===== config.mk =====
export PLATFORM = sky130hd
export DESIGN_NAME = msa_queue
export DESIGN_NICKNAME = d
export VERILOG_FILES = /design/src/rtl/multi_source_slot_allocator_defines.svh /design/src/rtl/msa_pkg.sv /design/src/rtl/msa_queue.sv
export SDC_FILE = /design/constraint.sdc
export NUM_CORES = 1
export LEC_CHECK = 0
export BUFFER_PORTS_ARGS = -buffer_cell sky130_fd_sc_hd__buf_2
export CAP_MARGIN = 10
export CORE_UTILIZATION = 30
export CTS_BUF_LIST = sky130_fd_sc_hd__clkbuf_4 sky130_fd_sc_hd__clkbuf_8 sky130_fd_sc_hd__clkbuf_16
export CTS_CLUSTER_SIZE = 30
export DETAILED_ROUTE_END_ITERATION = 10
export SLEW_MARGIN = 15
export SYNTH_ARGS = -nofsm -noshare
export SYNTH_HDL_FRONTEND = slang
export SYNTH_SLANG_ARGS = --single-unit

===== constraint.sdc =====
create_clock -name i_clk -period 3.5 [get_ports i_clk]
set_input_delay 0.175 -clock i_clk [delete_from_list [all_inputs] [get_ports i_clk]]
set_output_delay 0.175 -clock i_clk [all_outputs]
set_load 0.005 [all_outputs]

===== src/rtl/multi_source_slot_allocator_defines.svh =====
// assertion helpers for the rtl, included by msa_back
`ifndef MULTI_SOURCE_SLOT_ALLOCATOR_DEFINES_SVH
`define MULTI_SOURCE_SLOT_ALLOCATOR_DEFINES_SVH

// same-cycle implication
`define MSA_ASSERT_IMP(lbl, ante, cons) \
    lbl: assert property (@(posedge i_clk) disable iff (!i_rst_n) (ante) |-> (cons)) \
        else $error("slot allocator check failed");

// next-cycle implication
`define MSA_ASSERT_NEXT(lbl, ante, cons) \
    lbl: assert property (@(posedge i_clk) disable iff (!i_rst_n) (ante) |=> (cons)) \
        else $error("slot allocator check failed");

`endif


===== src/rtl/msa_pkg.sv =====
package msa_pkg;

    localparam int KIND_W      = 3;
    localparam int SLOT_W      = 12;
    localparam int SEL_W       = 2;
    localparam int STATUS_W    = 3;
    localparam int TOTAL_OUT_W = 13;
    localparam int CFG_W       = 11;
    localparam int CFG_IDX_W   = 3;
    localparam int CFG_SOURCES = 4;
    localparam int SRC_MAX_W   = 4;
    localparam int GSLOT_MAX_W = 20;

    localparam logic [KIND_W-1:0] KIND_ALLOC       = 3'd0;
    localparam logic [KIND_W-1:0] KIND_FREE        = 3'd1;
    localparam logic [KIND_W-1:0] KIND_IO_START    = 3'd2;
    localparam logic [KIND_W-1:0] KIND_IO_DONE     = 3'd3;
    localparam logic [KIND_W-1:0] KIND_BEGIN_DRAIN = 3'd4;
    localparam logic [KIND_W-1:0] KIND_ABORT_DRAIN = 3'd5;

    localparam logic [STATUS_W-1:0] STAT_OK       = 3'd0;
    localparam logic [STATUS_W-1:0] STAT_NOT_AVAIL = 3'd1;
    localparam logic [STATUS_W-1:0] STAT_INVALID  = 3'd2;
    localparam logic [STATUS_W-1:0] STAT_NO_SPACE = 3'd3;
    localparam logic [STATUS_W-1:0] STAT_BUSY     = 3'd4;

    localparam logic [CFG_IDX_W-1:0] CFG_IDX_ENABLE   = 3'd0;
    localparam logic [CFG_IDX_W-1:0] CFG_IDX_SRC_FIRST = 3'd1;
    localparam logic [CFG_IDX_W-1:0] CFG_IDX_SRC_LAST  = 3'd4;

    typedef enum logic [2:0] {
        OP_RESULT,
        OP_ALLOC,
        OP_FREE,
        OP_IO_START,
        OP_IO_DONE,
        OP_DRAIN,
        OP_UNDRAIN
    } t_op;

    typedef enum logic [3:0] {
        S_IDLE,
        S_SEL,
        S_RDW,
        S_CHK,
        S_RD,
        S_EXEC,
        S_FIN,
        S_CLR,
        S_CLRD,
        S_CLWR
    } t_state;

    typedef struct packed {
        t_op                    op;
        logic [STATUS_W-1:0]    status;
        logic [SRC_MAX_W-1:0]   src;
        logic [GSLOT_MAX_W-1:0] gslot;
    } t_cmd;

endpackage


===== src/rtl/msa_queue.sv =====
module msa_queue (
    input  logic         i_clk,
    input  logic         i_rst_n,
    input  logic         i_push,
    input  msa_pkg::t_cmd i_cmd,
    output logic         o_ready,
    output logic         o_valid,
    output msa_pkg::t_cmd o_cmd,
    input  logic         i_pop
);
    import msa_pkg::*;

    t_cmd       r_mem [2];
    logic       r_wp;
    logic       r_rp;
    logic [1:0] r_cnt;
    logic       push_go;
    logic       pop_go;

    assign o_ready = (r_cnt != 2'd2);
    assign o_valid = (r_cnt != 2'd0);
    assign o_cmd   = r_mem[r_rp];
    assign push_go = i_push && o_ready;
    assign pop_go  = i_pop && o_valid;

    always_ff @(posedge i_clk) begin
        if (!i_rst_n) begin
            r_wp  <= 1'b0;
            r_rp  <= 1'b0;
            r_cnt <= 2'd0;
        end else begin
            if (push_go) begin
                r_wp <= ~r_wp;
            end
            if (pop_go) begin
                r_rp <= ~r_rp;
            end
            if (push_go && !pop_go) begin
                r_cnt <= r_cnt + 2'd1;
            end else if (pop_go && !push_go) begin
                r_cnt <= r_cnt - 2'd1;
            end
        end
    end

    always_ff @(posedge i_clk) begin
        if (push_go) begin
            r_mem[r_wp] <= i_cmd;
        end
    end

endmodule


==> summary.txt <==
Outcome
  – Status: finished, final reports clean

Global route
  – Vias in the first global route: 1360
  – Initial antenna violation count: 0
  – Largest net degree at the start of global routing: 17
  – First-pass GRT wire length: 6730 microns
  – Grt ovf: 0
  – Gr usage total: 11.0%

CTS
  – Total CTS buffers: 9
  – Post-CTS Resized: 0
  – Clk root buf: clkbuf_8
  – Postcts setup bufs: 0
  – Clk slew on worst S/H paths: 0.07 ns
  – TritonCTS clock tree: built
  – Clock Latency Late Sink: 0.33 ns
  – CTS Sinks: 65
  – Clock Path Buffers: 2
  – Htree depth: 3

Timing
  – Setup TNS: 0 ns
  – Setup violators final: 0
  – Final period utilization: 61.9%
  – Worst slew pin tran: 0.707 ns
  – Rel. slew slack: 52.8%
  – Final min period: 2.17 ns
  – Worst hold margin: 0.0236 ns
  – Clk_skew: 0.00538 ns
  – RSZ-0062 raised after global routing: false
  – FMAX: 0.462 GHz
  – Final Slew Violations: 0
  – Final Hold Viols: 0

Yosys
  – Post-Syn Area: 2400 sq um
  – Synthesized net count: 152
  – Ys Warns: 0
  – Sequential share of the synthesized area: 79.3%
  – Mapped Cells: 117
  – Post-synthesis register bit count: 65
  – Synth unique cells: 19
  – Mean Syn Cell Area: 20.5 sq um

Detailed routing
  – Routed Antenna Nets: 0
  – Drc violations: 0
  – DRT Wirelength: 4150 microns
  – Via density: 4.25
  – Detailed Route Iter0 Violations: 31
  – Detailed-route via count: 1279
  – Routed wire per std cell: 13.8 microns
  – First-pass DRT Iterations: 4

Pwr
  – Static leakage: 1.17 nW
  – Switch Pwr: 0.551 mW
  – Maximum VDD drop: 0.312 mV
  – Clock power frac: 33.5%
  – Fraction of power spent switching nets: 24.4%
  – Sequential power share: 45.6%
  – Combinational power share: 20.9%
  – P per Cell Area: 727 nW/um^2
  – Cell Int Power: 1.71 mW

Floorplan
  – FP Rows: 32
  – CORE AREA: 7730 sq um
  – Die Ht: 91.4 microns
  – Starting Density: 31.0%
  – IO Pins: 66
  – DIE AREA: 8350 sq um
  – Die X: 91.4 microns

Cells and area
  – Fin nets: 229
  – Area grow syn2layout: 29.7%
  – Most frequent cells in the layout: buf_2, edfxtp_1, mux2_2, clkbuf_8, dfxtp_1
  – Filler cells: 726
  – Layout cell share with drive strength beyond 1: 58.8%
  – Antenna Cells: 0
  – Commonest non-fill, non-tap cell in the layout: buf_2

Worst setup path
  – Critical path endpoint category: output pin
  – Crit path kind: register to output pin
  – Critical Path RT: 3.32 ns
  – Worst path arrival time: 1.99 ns
  – Crit path launch type: register
  – Crit-path max FO: 16

Min path
  – Hold Path Class: input port to register

Run
  – Max cap viols: 0

Place
  – Gp weighted congestion: 0.624
  – IO buf count: 65
  – Hpwl dp: 2710 microns
cell usage after synthesis:
cell type	number	area share, %
nand3b_1	1	0.31
or3_1	1	0.26
mux2_2	30	14
nand2b_4	1	0.57
o21ai_0	1	0.21
a21boi_0	1	0.31
xnor2_1	2	0.73
or2_2	1	0.26
dfxtp_1	5	4.2
xor2_1	1	0.37
inv_1	1	0.16
a21bo_2	1	0.42
and3_1	1	0.26
edfxtp_1	60	75
o21ai_1	1	0.21
buf_2	3	0.63
and2_1	4	1.0
a21boi_1	1	0.31
ha_1	1	0.52
metal layers:
layer	track usage (%)	vias up	share of wire, %
met2	16.6	42	48
met5	0	-	0
li1	-	610	-
met3	5.44	7	7.6
met4	4.76	0	1.6
met1	13.2	620	43
kinds of logic after synthesis:
| logic type | share of synthesized area (%) |
|---|---|
| flops | 79.3 |
| mux | 14.1 |
| simple gates | 2.71 |
| compound gates | 1.46 |
| buf+inv | 0.783 |
| xor+xnor | 1.10 |
| fa+ha+maj | 0.522 |
flip-flops by register name (all words and copies together), names as in the netlist, named ones only:
| name | flops |
|---|---|
| r_wp | 1 |
| r_cnt | 2 |
| r_mem | 60 |
| r_rp | 1 |
power groups by stage:
stage,clock [mW],sequential (mW),combinational (mW)
floorplan,0,1.02,0.309
global placement,0,1.05,0.482
detailed placement,0,1.05,0.484
CTS,0.785,1.03,0.488
global route,0.813,1.04,0.527
finish,0.758,1.03,0.472
through the flow:
step	cell area, sq um	instances	setup WS [ns]	total power [mW]	util, %
after global placement	2860	284	1.58	1.53	37.0
after detailed placement	2860	284	1.54	1.53	37.0
after floorplan	2400	117	1.76	1.33	-
after CTS	3110	301	1.24	2.31	40.3
final	3110	301	1.33	2.26	40.3
after global routing	3110	301	1.19	2.38	40.3
worst max-delay path, cell delays in order, from the launching register on:
cell,delay (ns)
dfxtp_1,0.78
buf_4,0.37
mux2_2,0.38
buf_2,0.13
area by class of cell:
class	instances	area, sq um	share of cell area, %
sequential	65	1900	61.1
multi-input combinational	48	477	15.3
timing repair buffer	69	358	11.5
tap	102	128	4.10
clock buffer	9	124	3.98
clock inverter	7	119	3.82
inverter	1	3.75	0.121
path summary, 6_finish.rpt:
kind	start	to	slack, ns	cells after the start
max reg2reg	r_cnt[0]	r_mem[1][17]	1.60	3
max	register	o_cmd[26]	1.33	3
min	i_cmd[1]	r_mem[0][1]	0.02	1
min reg2reg	r_cnt[1]	r_cnt[1]	0.55	2
repair_timing:
item	4_1_cts	5_1_grt
setup endpoints to repair	0	0
hold buffers	1	0
hold endpoints to repair	2	0
(Power assumes the default switching activity.)
